$ cat config.mk
export PLATFORM = sky130hd
export DESIGN_NAME = trz_queue
export DESIGN_NICKNAME = d
export VERILOG_FILES = /design/src/design/trz_pkg.sv /design/src/design/trz_queue.sv
export SDC_FILE = /design/constraint.sdc
export NUM_CORES = 1
export LEC_CHECK = 0
export BUFFER_PORTS_ARGS = -buffer_cell sky130_fd_sc_hd__clkbuf_2
export CAP_MARGIN = 20
export CORE_MARGIN = 5
export CORE_UTILIZATION = 47
export DETAILED_ROUTE_END_ITERATION = 7
export GPL_TIMING_DRIVEN = 1
export PLACE_DENSITY = 0.77
export SYNTH_ARGS = -nofsm -noshare
export SYNTH_HDL_FRONTEND = slang
export SYNTH_SLANG_ARGS = --single-unit
export TNS_END_PERCENT = 30
$ cat constraint.sdc
create_clock -name clock -period 9.7 [get_ports clock]
set_input_delay 0.485 -clock clock [delete_from_list [all_inputs] [get_ports clock]]
set_output_delay 0.485 -clock clock [all_outputs]
set_load 0.02 [all_outputs]
$ cat src/design/trz_pkg.sv
// Shared types, sizes and helpers of the triangle rasterizer with depth store.
// Used by every module of the block; depends on nothing.
`timescale 1ns / 1ps
`default_nettype none
package trz_pkg;

   localparam int MAX_WIDTH  = 512;
   localparam int MAX_HEIGHT = 512;
   localparam int DEPTH_BITS = 16;

   localparam int CFG_W   = 10;
   localparam int PIX_W   = 9;
   localparam int COLOR_W = 24;
   localparam int COORD_W = 16;
   localparam int ZIN_W   = 16;

   localparam int X_W        = $clog2(MAX_WIDTH);
   localparam int Y_W        = $clog2(MAX_HEIGHT);
   localparam int MAX_DIM    = (MAX_WIDTH > MAX_HEIGHT) ? MAX_WIDTH : MAX_HEIGHT;
   localparam int DIM_W      = $clog2(MAX_DIM + 1);
   localparam int STORE_SIZE = MAX_WIDTH * MAX_HEIGHT;
   localparam int ADDR_W     = $clog2(STORE_SIZE);
   localparam int BOX_W      = ((DIM_W + 1 > 13) ? DIM_W + 1 : 13) + 1;

   localparam int XY_W    = (X_W > Y_W) ? X_W : Y_W;
   localparam int CW      = XY_W + 5;
   localparam int DIFF_W  = ((CW > COORD_W) ? CW : COORD_W) + 1;
   localparam int PROD_W  = 2 * DIFF_W;
   localparam int EDGE_W  = PROD_W + 1;
   localparam int MUL_W   = EDGE_W - 1 + ZIN_W;
   localparam int REM_A   = MUL_W + 3;
   localparam int REM_B   = EDGE_W + DEPTH_BITS;
   localparam int REM_W   = (REM_A > REM_B) ? REM_A : REM_B;
   localparam int BIT_W   = $clog2(DEPTH_BITS);
   localparam int QUEUE_DEPTH = 2;
   localparam int QPTR_W  = $clog2(QUEUE_DEPTH);
   localparam int QCNT_W  = $clog2(QUEUE_DEPTH + 1);

   localparam logic [DEPTH_BITS-1:0] FAR_DEPTH = '1;

   typedef enum logic [1:0] {
      FUNC_CLEAR = 2'd0,
      FUNC_LOAD  = 2'd1,
      FUNC_STEP  = 2'd2,
      FUNC_NOP   = 2'd3
   } func_type;

   typedef enum logic [2:0] {
      JOB_CLEAR,
      JOB_LOAD,
      JOB_STEP,
      JOB_DEAD,
      JOB_NOP
   } job_type;

   typedef enum logic [3:0] {
      ST_INIT,
      ST_IDLE,
      ST_CLEAR,
      ST_AREA_MUL,
      ST_AREA_SUB,
      ST_EDGE_MUL,
      ST_EDGE_SUB,
      ST_DEPTH_MUL,
      ST_SUM,
      ST_ROUND,
      ST_SAT,
      ST_DIV,
      ST_WRITE
   } state_type;

   typedef struct packed {
      logic [1:0]                func;
      logic signed [COORD_W-1:0] ax;
      logic signed [COORD_W-1:0] ay;
      logic [ZIN_W-1:0]          adepth;
      logic signed [COORD_W-1:0] bx;
      logic signed [COORD_W-1:0] by;
      logic [ZIN_W-1:0]          bdepth;
      logic signed [COORD_W-1:0] cx;
      logic signed [COORD_W-1:0] cy;
      logic [ZIN_W-1:0]          cdepth;
      logic [COLOR_W-1:0]        tri_color;
   } req_type;

   typedef struct packed {
      logic [PIX_W-1:0]   pix_x;
      logic [PIX_W-1:0]   pix_y;
      logic [COLOR_W-1:0] pix_color;
      logic               pix_write;
      logic               scan_done;
   } rsp_type;

   typedef struct packed {
      logic [DIM_W-1:0] w;
      logic [DIM_W-1:0] h;
   } dims_type;

   typedef struct packed {
      job_type        job;
      logic [X_W-1:0] x;
      logic [Y_W-1:0] y;
      logic           last;
      req_type        req;
   } task_type;

   function automatic logic [DIM_W-1:0] eff_dim(input logic [CFG_W-1:0] v,
                                                input logic [DIM_W-1:0] maxv);
      logic [DIM_W+CFG_W-1:0] vw;
      logic [DIM_W+CFG_W-1:0] mw;
      vw = (DIM_W+CFG_W)'(v);
      mw = (DIM_W+CFG_W)'(maxv);
      if (v == '0) begin
         return DIM_W'(1);
      end else if (vw > mw) begin
         return maxv;
      end else begin
         return DIM_W'(v);
      end
   endfunction

endpackage
`default_nettype wire

$ cat src/design/trz_queue.sv
// Two-entry task queue between the front and the back of the rasterizer.
// Depends on trz_pkg for the task type and depth.
`timescale 1ns / 1ps
`default_nettype none
module trz_queue (
   input  wire logic              clock,
   input  wire logic              reset,
   input  wire logic              push,
   input  wire trz_pkg::task_type push_data,
   input  wire logic              pop,
   output trz_pkg::task_type      pop_data,
   output logic                   empty,
   output logic                   full
);

   trz_pkg::task_type                 mem_ff [trz_pkg::QUEUE_DEPTH];
   logic [trz_pkg::QPTR_W-1:0]        wr_ptr_ff, wr_ptr_in;
   logic [trz_pkg::QPTR_W-1:0]        rd_ptr_ff, rd_ptr_in;
   logic [trz_pkg::QCNT_W-1:0]        count_ff, count_in;

   assign empty    = (count_ff == '0);
   assign full     = (count_ff == trz_pkg::QCNT_W'(trz_pkg::QUEUE_DEPTH));
   assign pop_data = mem_ff[rd_ptr_ff];

   always_comb begin
      wr_ptr_in = wr_ptr_ff;
      rd_ptr_in = rd_ptr_ff;
      count_in  = count_ff;
      if (push) begin
         wr_ptr_in = (wr_ptr_ff == trz_pkg::QPTR_W'(trz_pkg::QUEUE_DEPTH - 1)) ?
                     '0 : wr_ptr_ff + 1'b1;
      end
      if (pop) begin
         rd_ptr_in = (rd_ptr_ff == trz_pkg::QPTR_W'(trz_pkg::QUEUE_DEPTH - 1)) ?
                     '0 : rd_ptr_ff + 1'b1;
      end
      if (push && !pop) begin
         count_in = count_ff + 1'b1;
      end else if (pop && !push) begin
         count_in = count_ff - 1'b1;
      end
   end

   always_ff @(posedge clock) begin
      if (reset) begin
         wr_ptr_ff <= '0;
         rd_ptr_ff <= '0;
         count_ff  <= '0;
      end else begin
         wr_ptr_ff <= wr_ptr_in;
         rd_ptr_ff <= rd_ptr_in;
         count_ff  <= count_in;
      end
   end

   always_ff @(posedge clock) begin
      if (push) begin
         mem_ff[wr_ptr_ff] <= push_data;
      end
   end

endmodule
`default_nettype wire

==> metrics.md <==
| Metric | Value |
|---|---|
| Postcts setup bufs | `0` |
| Pre-CTS setup slack | `approximately 6700 ps` |
| R2R cell count | `3` |
| CP endpoint kind | `primary output` |
| Xor/xnor cell area share of the yosys netlist | `less than 1%` |
| Initial antenna violation count | `1` |
| Worst Skew | `6.65 ps` |
| Nets | `around 1200` |
| Crit start category | `flop` |
| Flop-to-flop setup slack | `slightly above 7000 ps` |
| Clock buffer depth | `3` |
| Hold Crit Class | `in -> reg` |
| Setup-failing EPs final | `0` |
| Top cells by area, synth | `edfxtp_1 (82%), mux2_2 (15%), buf_6 (1.6%)` |
| Post-synth ARST share | `0%` |
| Hold endpoint | `mem_ff[0][102]` |
| DP Wirelength | `~20 mm` |
| Vias in the first global route | `slightly below 8000` |
| Die Span X | `183 um` |
| Post-synthesis mux area share | `15.3%` |
| Routed WL per cell | `approximately 20 um` |
| Post_cts resized | `0` |
| Worst-margin pin slew | `~1100 ps` |
| CTS H-Tree Depth | `2` |
| Count leader, synth | `edfxtp_1` |
| # rows | `63` |
| Syn Area/Cell | `roughly 23 um^2` |
| Max VDD drop | `a little over 200 uV` |
| Clk sinks | `389` |
| CORE AREA | `~0.030 mm^2` |
| Max Freq | `~290 MHz` |
| Die area | `approximately 0.034 mm^2` |
| Final WS setup | `between 6000 and 7000 ps` |
| Post-Syn Instances | `619` |
| Final worst-path cycle share | `35.0%` |
| Diode count | `0` |
| Static leakage | `around 6.7 nW` |
| Post-synthesis compound-gate area fraction | `less than 1%` |
| Synth Flop Type | `edfxtp_1` |
| Starting Density | `about 48%` |
| Post-synth top area cell | `edfxtp_1` |
| CP Class | `reg -> out` |
| Post-Synth Adder-Cell Area | `0.0886%` |
| TritonCTS clock tree | `done` |
| Final Hold Fails | `0` |
| Final Cell Area | `roughly 0.018 mm^2` |
| Worst skew pair latency | `~500 ps` |
| Hold depth | `1` |
| TritonCTS buffer count | `40` |
| Die height | `approximately 180 um` |
| Antenna viol nets, final | `0` |
| Yosys warns | `0` |
| Post-synth EDFFs | `between 300 and 400` |
| Final GP Congestion | `~0.81` |
| Layout cell share with drive strength beyond 1 | `60.5%` |
| Gr ovfl total | `0` |
| DR vias/cell | `~5.0` |
| Gr usage total | `16.6%` |
| Setup TNS | `0 ps` |
| CTS Hold Bufs | `0` |
| Status | `finished clean` |
| Critical Path RT | `approximately 9200 ps` |
| Hold_sp | `push_data[102]` |
| Cell Area, Placed | `roughly 0.016 mm^2` |
| Total placed cells including tap cells | `between 1000 and 1500` |
| Reg-to-reg startpoint | `wr_ptr_ff` |
| DR DRC count | `0` |
| Via count | `~7300` |
| Reg2Reg Capture Point | `mem_ff[0][94]` |
| Register area share after synthesis | `82.3%` |
| Worst Path Max Fanout | `80` |
| Pwr/cell area | `between 200 and 250 mW/mm^2` |
| Max cap viols | `0` |
| CTS Root Cell | `clkbuf_16` |
| Commonest cells in the synthesized netlist | `edfxtp_1 (384), mux2_2 (192), buf_6 (20)` |
| Global-route wire length before repair | `around 43 mm` |
| #FFs+latches synth | `slightly below 400` |
| Port bufs | `between 300 and 400` |
| Top Ports | `390` |
| Number of DRC markers in iteration 0 | `about 340` |
| Syn_nets | `just over 800` |
| Simple-gate share of the synthesized area | `less than 1%` |
| Synth top area share | `roughly 80%` |
| Cell variety after synth | `16` |
| Max-slew violations | `0` |
| RSZ-0062 raised after global routing | `no` |
| Area Growth Syn to Fin | `24.9%` |
| Post-layout min period | `3400 ps` |
| Routed wire length | `a little under 30 mm` |
| Slew margin rel. | `28.7%` |
| Largest net degree at the start of global routing | `81` |
| Arr. time, crit path | `between 2000 and 3000 ps` |
| Clock-pin transition on the worst setup and hold timing paths | `approximately 60 ps` |
| Synth Cell Area | `roughly 0.014 mm^2` |
| Main combinational cell family by area after synthesis | `multiplexers` |
| Non-Filler Instances | `about 1500` |
| Initial DRT Pass Iterations | `4` |
-- cell type report --
class / instances / area (um^2)
flip-flops and latches: 389 / 11600
inverters: 1 / 3.75
repair buffers: 396 / 2000
fillers: 2194 / 12000
well taps: 390 / 488
multi-input cells: 208 / 2270
clock buffers: 55 / 1110
clock inverters: 17 / 134
-- metal layers --
layer	vias to the layer above	routed length (um)	GRT usage [%]
met5	-	7	0
met4	2	735	4.98
met3	59	3270	7.38
met2	324	15000	29.2
met1	3563	10000	18.3
li1	3323	-	-
-- per-stage QoR --
| stage | util (%) | total power, mW | hold slack (ps) |
|---|---|---|---|
| 3_3_place_gp | 55.3 | 2.49 | 479 |
| 3_5_place_dp | 55.3 | 2.50 | 496 |
| 4_1_cts | 59.5 | 3.94 | 140 |
| 2_1_floorplan | - | 2.35 | 462 |
| 5_1_grt | 59.5 | 4.04 | 138 |
| 6_report | 59.5 | 3.88 | 167 |
-- worst max-delay path, stage by stage, from the launching register on --
cell and delay [ps]:
dfxtp_4 820, buf_4 910, mux2_2 440, clkbuf_2 180
-- worst max-delay path by stage --
stage          startpoint              to  slack [ps]
2_1_floorplan   wr_ptr_ff    mem_ff[0][0]         130
3_3_place_gp         push  mem_ff[0][161]        6690
3_5_place_dp         push  mem_ff[0][171]        6720
4_1_cts              flop   pop_data[109]        6230
5_1_grt              flop    pop_data[53]        6110
6_report             flop   pop_data[109]        6300
-- where the power goes --
part / internal, mW / total, mW / leakage (nW) / switching, mW
clock network: 0.852 / 1.43 / 0.611 / 0.575
registers: 1.96 / 1.99 / 3.65 / 0.0303
logic: 0.178 / 0.462 / 2.43 / 0.284
total: 2.99 / 3.88 / 6.68 / 0.889
-- cell families after synthesis --
family          Yosys count
compound gates            2
xor+xnor                  4
fa+ha+maj                 1
buf+inv                  22
flops                   389
mux                     192
simple gates              9
-- placed cells by master, fill, tap and decap left out, drive strengths merged --
cell type	netlist	routed
bufinv	0	2
mux2	192	192
nor2	5	5
clkinv	0	15
and2	1	1
or3	1	1
o21ai	1	1
ha	1	1
xor2	2	2
edfxtp	384	384
dfxtp	5	5
clkbuf	0	444
nor2b	1	1
a21oi	1	1
inv	1	1
and2b	1	1
xnor2	2	2
buf	21	7
-- flip-flops by register name, summed over array words and instances (netlist names), named ones only --
register and cells:
count_ff 2, mem_ff 384, rd_ptr_ff 1, wr_ptr_ff 1
(Power assumes the default switching activity.)
