==> config.mk <==
export PLATFORM = sky130hd
export DESIGN_NAME = trz_front
export DESIGN_NICKNAME = d
export VERILOG_FILES = /design/src/design/trz_pkg.sv /design/src/design/trz_front.sv
export SDC_FILE = /design/constraint.sdc
export NUM_CORES = 1
export LEC_CHECK = 0
export BUFFER_PORTS_ARGS = -buffer_cell sky130_fd_sc_hd__buf_2
export CAP_MARGIN = 20
export CORE_AREA = 5 5 168 170
export CTS_CLUSTER_DIAMETER = 40
export DETAILED_ROUTE_END_ITERATION = 8
export DIE_AREA = 0 0 173 175
export PLACE_DENSITY = 0.67
export SYNTH_ARGS = -nofsm -noshare
export SYNTH_HDL_FRONTEND = slang
export SYNTH_SLANG_ARGS = --single-unit
==> constraint.sdc <==
create_clock -name clock -period 12.2 [get_ports clock]
set_input_delay 0.61 -clock clock [delete_from_list [all_inputs] [get_ports clock]]
set_output_delay 0.61 -clock clock [all_outputs]
set_load 0.02 [all_outputs]
==> src/design/trz_pkg.sv <==
// Shared types, sizes and helpers of the triangle rasterizer with depth store.
// Used by every module of the block; depends on nothing.
`timescale 1ns / 1ps
`default_nettype none
package trz_pkg;

   localparam int MAX_WIDTH  = 512;
   localparam int MAX_HEIGHT = 512;
   localparam int DEPTH_BITS = 16;

   localparam int CFG_W   = 10;
   localparam int PIX_W   = 9;
   localparam int COLOR_W = 24;
   localparam int COORD_W = 16;
   localparam int ZIN_W   = 16;

   localparam int X_W        = $clog2(MAX_WIDTH);
   localparam int Y_W        = $clog2(MAX_HEIGHT);
   localparam int MAX_DIM    = (MAX_WIDTH > MAX_HEIGHT) ? MAX_WIDTH : MAX_HEIGHT;
   localparam int DIM_W      = $clog2(MAX_DIM + 1);
   localparam int STORE_SIZE = MAX_WIDTH * MAX_HEIGHT;
   localparam int ADDR_W     = $clog2(STORE_SIZE);
   localparam int BOX_W      = ((DIM_W + 1 > 13) ? DIM_W + 1 : 13) + 1;

   localparam int XY_W    = (X_W > Y_W) ? X_W : Y_W;
   localparam int CW      = XY_W + 5;
   localparam int DIFF_W  = ((CW > COORD_W) ? CW : COORD_W) + 1;
   localparam int PROD_W  = 2 * DIFF_W;
   localparam int EDGE_W  = PROD_W + 1;
   localparam int MUL_W   = EDGE_W - 1 + ZIN_W;
   localparam int REM_A   = MUL_W + 3;
   localparam int REM_B   = EDGE_W + DEPTH_BITS;
   localparam int REM_W   = (REM_A > REM_B) ? REM_A : REM_B;
   localparam int BIT_W   = $clog2(DEPTH_BITS);
   localparam int QUEUE_DEPTH = 2;
   localparam int QPTR_W  = $clog2(QUEUE_DEPTH);
   localparam int QCNT_W  = $clog2(QUEUE_DEPTH + 1);

   localparam logic [DEPTH_BITS-1:0] FAR_DEPTH = '1;

   typedef enum logic [1:0] {
      FUNC_CLEAR = 2'd0,
      FUNC_LOAD  = 2'd1,
      FUNC_STEP  = 2'd2,
      FUNC_NOP   = 2'd3
   } func_type;

   typedef enum logic [2:0] {
      JOB_CLEAR,
      JOB_LOAD,
      JOB_STEP,
      JOB_DEAD,
      JOB_NOP
   } job_type;

   typedef enum logic [3:0] {
      ST_INIT,
      ST_IDLE,
      ST_CLEAR,
      ST_AREA_MUL,
      ST_AREA_SUB,
      ST_EDGE_MUL,
      ST_EDGE_SUB,
      ST_DEPTH_MUL,
      ST_SUM,
      ST_ROUND,
      ST_SAT,
      ST_DIV,
      ST_WRITE
   } state_type;

   typedef struct packed {
      logic [1:0]                func;
      logic signed [COORD_W-1:0] ax;
      logic signed [COORD_W-1:0] ay;
      logic [ZIN_W-1:0]          adepth;
      logic signed [COORD_W-1:0] bx;
      logic signed [COORD_W-1:0] by;
      logic [ZIN_W-1:0]          bdepth;
      logic signed [COORD_W-1:0] cx;
      logic signed [COORD_W-1:0] cy;
      logic [ZIN_W-1:0]          cdepth;
      logic [COLOR_W-1:0]        tri_color;
   } req_type;

   typedef struct packed {
      logic [PIX_W-1:0]   pix_x;
      logic [PIX_W-1:0]   pix_y;
      logic [COLOR_W-1:0] pix_color;
      logic               pix_write;
      logic               scan_done;
   } rsp_type;

   typedef struct packed {
      logic [DIM_W-1:0] w;
      logic [DIM_W-1:0] h;
   } dims_type;

   typedef struct packed {
      job_type        job;
      logic [X_W-1:0] x;
      logic [Y_W-1:0] y;
      logic           last;
      req_type        req;
   } task_type;

   function automatic logic [DIM_W-1:0] eff_dim(input logic [CFG_W-1:0] v,
                                                input logic [DIM_W-1:0] maxv);
      logic [DIM_W+CFG_W-1:0] vw;
      logic [DIM_W+CFG_W-1:0] mw;
      vw = (DIM_W+CFG_W)'(v);
      mw = (DIM_W+CFG_W)'(maxv);
      if (v == '0) begin
         return DIM_W'(1);
      end else if (vw > mw) begin
         return maxv;
      end else begin
         return DIM_W'(v);
      end
   endfunction

endpackage
`default_nettype wire

==> src/design/trz_front.sv <==
// Front of the rasterizer: decodes accepted items, keeps the bounding box and
// the scan position, and queues one task per item. Depends on trz_pkg.
`timescale 1ns / 1ps
`default_nettype none
module trz_front (
   input  wire logic               clock,
   input  wire logic               reset,
   input  wire logic               accept,
   input  wire trz_pkg::req_type   req_data,
   input  wire trz_pkg::dims_type  dims,
   output logic                    push,
   output trz_pkg::task_type       push_data
);

   logic [trz_pkg::X_W-1:0] x0_ff, x0_in, x1_ff, x1_in, sx_ff, sx_in;
   logic [trz_pkg::Y_W-1:0] y0_ff, y0_in, y1_ff, y1_in, sy_ff, sy_in;
   logic                    live_ff, live_in;

   logic signed [trz_pkg::COORD_W-1:0] min_x, max_x, min_y, max_y;
   logic signed [trz_pkg::COORD_W:0]   up_x, up_y;
   logic signed [trz_pkg::BOX_W-1:0]   lo_x, hi_x, lo_y, hi_y, lim_x, lim_y;
   logic                               last;

   always_comb begin
      min_x = req_data.ax;
      max_x = req_data.ax;
      if (req_data.bx < min_x) min_x = req_data.bx;
      if (req_data.cx < min_x) min_x = req_data.cx;
      if (req_data.bx > max_x) max_x = req_data.bx;
      if (req_data.cx > max_x) max_x = req_data.cx;
      min_y = req_data.ay;
      max_y = req_data.ay;
      if (req_data.by < min_y) min_y = req_data.by;
      if (req_data.cy < min_y) min_y = req_data.cy;
      if (req_data.by > max_y) max_y = req_data.by;
      if (req_data.cy > max_y) max_y = req_data.cy;

      up_x  = $signed({max_x[trz_pkg::COORD_W-1], max_x}) + 17'sd15;
      up_y  = $signed({max_y[trz_pkg::COORD_W-1], max_y}) + 17'sd15;
      lim_x = $signed(trz_pkg::BOX_W'(dims.w)) - trz_pkg::BOX_W'(1);
      lim_y = $signed(trz_pkg::BOX_W'(dims.h)) - trz_pkg::BOX_W'(1);

      lo_x = trz_pkg::BOX_W'($signed(min_x[trz_pkg::COORD_W-1:4]));
      lo_y = trz_pkg::BOX_W'($signed(min_y[trz_pkg::COORD_W-1:4]));
      hi_x = trz_pkg::BOX_W'($signed(up_x[trz_pkg::COORD_W:4]));
      hi_y = trz_pkg::BOX_W'($signed(up_y[trz_pkg::COORD_W:4]));
      if (lo_x < 0) lo_x = '0;
      if (lo_y < 0) lo_y = '0;
      if (hi_x > lim_x) hi_x = lim_x;
      if (hi_y > lim_y) hi_y = lim_y;
   end

   always_comb begin
      x0_in   = x0_ff;
      x1_in   = x1_ff;
      y0_in   = y0_ff;
      y1_in   = y1_ff;
      sx_in   = sx_ff;
      sy_in   = sy_ff;
      live_in = live_ff;
      last    = (sx_ff == x1_ff) && (sy_ff == y1_ff);

      push           = accept;
      push_data.job  = trz_pkg::JOB_NOP;
      push_data.x    = '0;
      push_data.y    = '0;
      push_data.last = 1'b0;
      push_data.req  = req_data;

      case (req_data.func)
         trz_pkg::FUNC_CLEAR: begin
            push_data.job = trz_pkg::JOB_CLEAR;
         end
         trz_pkg::FUNC_LOAD: begin
            push_data.job = trz_pkg::JOB_LOAD;
            if (accept) begin
               x0_in   = trz_pkg::X_W'(lo_x);
               x1_in   = trz_pkg::X_W'(hi_x);
               y0_in   = trz_pkg::Y_W'(lo_y);
               y1_in   = trz_pkg::Y_W'(hi_y);
               sx_in   = trz_pkg::X_W'(lo_x);
               sy_in   = trz_pkg::Y_W'(lo_y);
               live_in = (lo_x <= hi_x) && (lo_y <= hi_y);
            end
         end
         trz_pkg::FUNC_STEP: begin
            if (live_ff) begin
               push_data.job  = trz_pkg::JOB_STEP;
               push_data.x    = sx_ff;
               push_data.y    = sy_ff;
               push_data.last = last;
               if (accept) begin
                  if (last) begin
                     live_in = 1'b0;
                  end else if (sy_ff < y1_ff) begin
                     sy_in = sy_ff + 1'b1;
                  end else begin
                     sy_in = y0_ff;
                     sx_in = sx_ff + 1'b1;
                  end
               end
            end else begin
               push_data.job = trz_pkg::JOB_DEAD;
            end
         end
         default: begin
            push_data.job = trz_pkg::JOB_NOP;
         end
      endcase
   end

   always_ff @(posedge clock) begin
      if (reset) begin
         x0_ff   <= '0;
         x1_ff   <= '0;
         y0_ff   <= '0;
         y1_ff   <= '0;
         sx_ff   <= '0;
         sy_ff   <= '0;
         live_ff <= 1'b0;
      end else begin
         x0_ff   <= x0_in;
         x1_ff   <= x1_in;
         y0_ff   <= y0_in;
         y1_ff   <= y1_in;
         sx_ff   <= sx_in;
         sy_ff   <= sy_in;
         live_ff <= live_in;
      end
   end

endmodule
`default_nettype wire

==> run summary <==
OUTCOME
-------------------------------------------------------------------------------------------------
Status ............................................................................. finished, final reports clean

LAYOUT
-------------------------------------------------------------------------------------------------
Area overhead of the layout relative to synthesis ..................................       3.208%
Number of nets at the end of the flow ..............................................        1,821
Share of cells above drive strength 1 ..............................................       21.17%
Filler-free cell count of the finished design ......................................        1,817
Final core occ .....................................................................       40.74%

LOGIC SYNTHESIS
-------------------------------------------------------------------------------------------------
Most common cell in the synthesized netlist ........................................ sky130_fd_sc_hd__buf_4
Count of flip-flops with a built-in enable after synthesis .........................            0
List of most frequent post-synthesis cells ......................................... sky130_fd_sc_hd__buf_4, sky130_fd_sc_hd__ha_1, sky130_fd_sc_hd__a21oi_1
Net Count, Synth ...................................................................        1,790
Number of distinct library cell variants in the gate-level netlist after synthesis .           83
Ys Warns ...........................................................................            0
Netlist area before placement ......................................................  0.01049 mm²
Post-synthesis sequential area ratio ...............................................       8.779%
Count of mapped cells out of synthesis .............................................        1,442
Yosys reg bits .....................................................................           46
Share of async-settable or async-resettable flops after synthesis ..................           0%
Leading cell types by total area after synthesis ................................... sky130_fd_sc_hd__ha_1, sky130_fd_sc_hd__buf_4, sky130_fd_sc_hd__dfxtp_1
Portion of synthesized cell area occupied by the leading cell type .................       18.49%
Avg Synthesized Cell Area ..........................................................    7.275 µm²
Dominant register cell in the synthesized netlist .................................. sky130_fd_sc_hd__dfxtp_1
Dominant cell type by area after synthesis ......................................... sky130_fd_sc_hd__ha_1

CRITICAL PATH
-------------------------------------------------------------------------------------------------
Crit Path Max Fanout ...............................................................           24
CP startpoint kind .................................................................    input pin
Crit end category ..................................................................         flop
CP Class ...........................................................................    in -> reg
Arrival time reported for the critical path endpoint ...............................    10,890 ps
Largest stage delay, worst path ....................................................       790 ps
Cell repeated most along the worst path ............................................ sky130_fd_sc_hd__ha_1
CP max-delay cell .................................................................. sky130_fd_sc_hd__nor2_2
Critical Path RT ...................................................................    12,400 ps

CLOCKING
-------------------------------------------------------------------------------------------------
# resized after CTS ................................................................            0
Clock slew at the register clock pins of the worst setup and hold paths ............        70 ps
Cell at the root of the clock tree ................................................. sky130_fd_sc_hd__clkbuf_16
TritonCTS clock tree ...............................................................          yes
Post-CTS Setup Repair Bufs .........................................................            0
Clk sink count .....................................................................           46
Clock network latency to the later pin of the worst-skew pair ......................       290 ps
CTS HTree Levels ...................................................................            2
Num CTS Buffers ....................................................................            5
Max Buffers Root-to-Sink ...........................................................            2
Post-CTS Hold Buffers ..............................................................            0

TIMING
-------------------------------------------------------------------------------------------------
Setup total negative slack .........................................................         0 ps
Final Setup Violations .............................................................            0
Pins Over Slew Limit ...............................................................            0
Peak clock frequency supported by timing ...........................................  0.09347 GHz
Final worst clock skew .............................................................     11.95 ps
Unrepaired setup endpoints after global routing ....................................        false
Worst max-slew margin expressed relative to the limit ..............................       38.07%
Minimum clock period after layout ..................................................    10,700 ps
Transition at the pin with the smallest max-transition slack .......................     928.0 ps
Total count of hold-check failures in the final report .............................            0
Period utilisation layout ..........................................................       87.70%

DIE
-------------------------------------------------------------------------------------------------
Die X-Extent .......................................................................       173 µm
Initial core utilization ...........................................................       39.47%
Area of the core ...................................................................  0.02658 mm²
Die Y-Extent .......................................................................       175 µm
Top-Level Pins .....................................................................          386
Total die area .....................................................................  0.03028 mm²
Core Rows ..........................................................................           60

RUN
-------------------------------------------------------------------------------------------------
# Max-Cap Violations ...............................................................            0

ROUTING
-------------------------------------------------------------------------------------------------
Wire length on met3 ................................................................      2354 µm
Total wirelength of the detailed-routed design .....................................    34,580 µm
Met2 routed WL .....................................................................    16,410 µm
Antenna Violating Nets Remaining ...................................................            0
Vias per std cell ..................................................................        5.872
Detailed Route Iter0 Violations ....................................................          759
Highest Signal Layer ...............................................................         met4
Routed length per instance .........................................................     19.03 µm
Total DRC errors in the routed layout ..............................................            0
Met1 Wirelength ....................................................................    14,930 µm
Detailed Routing Iterations Pass 1 .................................................            5
Detailed-route via count ...........................................................       10,669

POWER AND IR DROP
-------------------------------------------------------------------------------------------------
P_int ..............................................................................     554.4 µW
Power share of the clock group .....................................................        12.0%
Switching portion of total power ...................................................       51.54%
Overall power consumption ..........................................................      1144 µW
Sequential share of power ..........................................................        15.1%
Sw power ...........................................................................     589.7 µW
Power density relative to cell area ................................................ 105.7 mW/mm²
Share of power burned in combinational logic .......................................        72.9%
Worst vdd rail ir drop .............................................................   0.05726 mV
Leak ...............................................................................  0.005201 µW

PLACED DESIGN
-------------------------------------------------------------------------------------------------
Placer congestion estimate .........................................................       0.9649
Placed wire-length estimate ........................................................    28,990 µm
Total instance count after detailed placement ......................................        1,805
Count of input and output buffers ..................................................          241

GRT
-------------------------------------------------------------------------------------------------
All-Layer GR Usage .................................................................       21.39%
Antenna violations before repair ...................................................            3
Largest net degree at the start of global routing ..................................           40
First-pass GRT wire length .........................................................    54,110 µm
Via count of the first global-routing pass .........................................       10,128
Residual overflow from global routing ..............................................            0

MIN PATH
-------------------------------------------------------------------------------------------------
Worst hold-check path type .........................................................   reg -> reg

==> cells by family (layout without fill, tap and decap cells) <==
kind of cell	count (synthesis)	in the layout	synth area share (%)
and+or+nand+nor	468	468	23.38
buffers and inverters	301	333	17.07
muxes	44	44	4.425
other	0	2	0
AOI/OAI and AO/OA	378	378	23.69
DFF	46	46	8.779
adders and majority gates	155	155	18.49
xor gates and xnor gates	50	50	4.175
==> routing by layer <==
| metal | GRT usage (%) | up-vias |
|---|---|---|
| met5 | 0 | - |
| met4 | 5.587 | 0 |
| met3 | 2.921 | 63 |
| met2 | 37.51 | 469 |
| met1 | 27.66 | 4962 |
| li1 | - | 5175 |
==> flip-flops by register name (all words and copies together), names as in the netlist <==
register  count
sx_ff         9
x1_ff         9
y0_ff         9
y1_ff         9
sy_ff         9
live_ff       1
==> worst max-delay path: cells and delay by family <==
family,cells,cell delay (ps)
adder cells (fa/ha/maj),4,1350
AND/OR/NAND/NOR,10,3760
buffers and inverters,3,390
multiplexers,1,290
AO/OA/AOI/OAI,16,4330
XOR/XNOR,1,160
==> placed cells by master, fill, tap and decap left out, types with 5 or more instances in the layout <==
cell type,netlist,layout
sky130_fd_sc_hd__a21oi_1,115,115
sky130_fd_sc_hd__or2_2,9,9
sky130_fd_sc_hd__a31oi_1,15,15
sky130_fd_sc_hd__nor3_1,41,41
sky130_fd_sc_hd__nand2b_1,11,11
sky130_fd_sc_hd__xor2_1,21,21
sky130_fd_sc_hd__and2_1,17,17
sky130_fd_sc_hd__a211oi_1,26,26
sky130_fd_sc_hd__buf_2,9,241
sky130_fd_sc_hd__buf_4,173,8
sky130_fd_sc_hd__o211ai_1,12,12
sky130_fd_sc_hd__nor2b_1,20,20
sky130_fd_sc_hd__nand2_1,70,70
sky130_fd_sc_hd__nor4_1,29,29
sky130_fd_sc_hd__o21ai_0,70,69
sky130_fd_sc_hd__o21a_1,15,15
sky130_fd_sc_hd__and4_1,5,5
sky130_fd_sc_hd__xnor2_1,29,29
sky130_fd_sc_hd__ha_1,155,155
sky130_fd_sc_hd__nand3_1,48,48
sky130_fd_sc_hd__and3_1,32,32
sky130_fd_sc_hd__a21o_1,35,35
sky130_fd_sc_hd__inv_1,75,75
sky130_fd_sc_hd__mux2i_1,25,25
sky130_fd_sc_hd__nor2_1,112,112
sky130_fd_sc_hd__clkbuf_16,0,5
sky130_fd_sc_hd__o21ai_1,9,10
sky130_fd_sc_hd__mux2_2,19,19
sky130_fd_sc_hd__o31a_1,6,6
sky130_fd_sc_hd__nand4_1,35,35
sky130_fd_sc_hd__dfxtp_1,46,46
sky130_fd_sc_hd__or3_1,14,14
sky130_fd_sc_hd__o31ai_1,19,19
==> area by class of cell <==
class / instances / area (µm²)
Fill cell: 2792 / 15750
Multi-Input combinational cell: 1095 / 7779
Timing Repair Buffer: 249 / 1266
Sequential cell: 46 / 920.9
Tap cell: 341 / 426.7
Inverter: 76 / 285.3
Clock buffer: 5 / 125.1
Clock inverter: 3 / 18.77
Antenna cell: 2 / 5.005
==> power groups by stage <==
stage / Combinational, µW / Sequential [µW] / Clock, µW
after floorplan: 654 / 170 / 0
after global placement: 805 / 175 / 0
after detailed placement: 819 / 175 / 0
after CTS: 824 / 172 / 139
after global routing: 929 / 174 / 145
final: 834 / 172 / 138
==> worst paths after layout <==
path                            slack (ps)           from        to  cells after the start
worst max register to register        9070       sy_ff[1]  sy_ff[3]                     11
worst min register to register         470       y1_ff[2]  y1_ff[2]                      2
worst min-delay path                   470       y1_ff[2]  y1_ff[2]                      2
worst max-delay path                  1500  req_data[151]   live_ff                     35
==> metrics by stage <==
stage | cell area, µm² | setup slack [ps] | hold WS, ps
after floorplan | 10490 | 3113 | 431.9
after global placement | 10660 | 1607 | 443.6
after detailed placement | 10660 | 1448 | 457.7
after CTS | 10810 | 1707 | 467.8
after global routing | 10830 | 872.2 | 495.5
final | 10830 | 1501 | 469.4
Power figures use the tool's default switching activity.
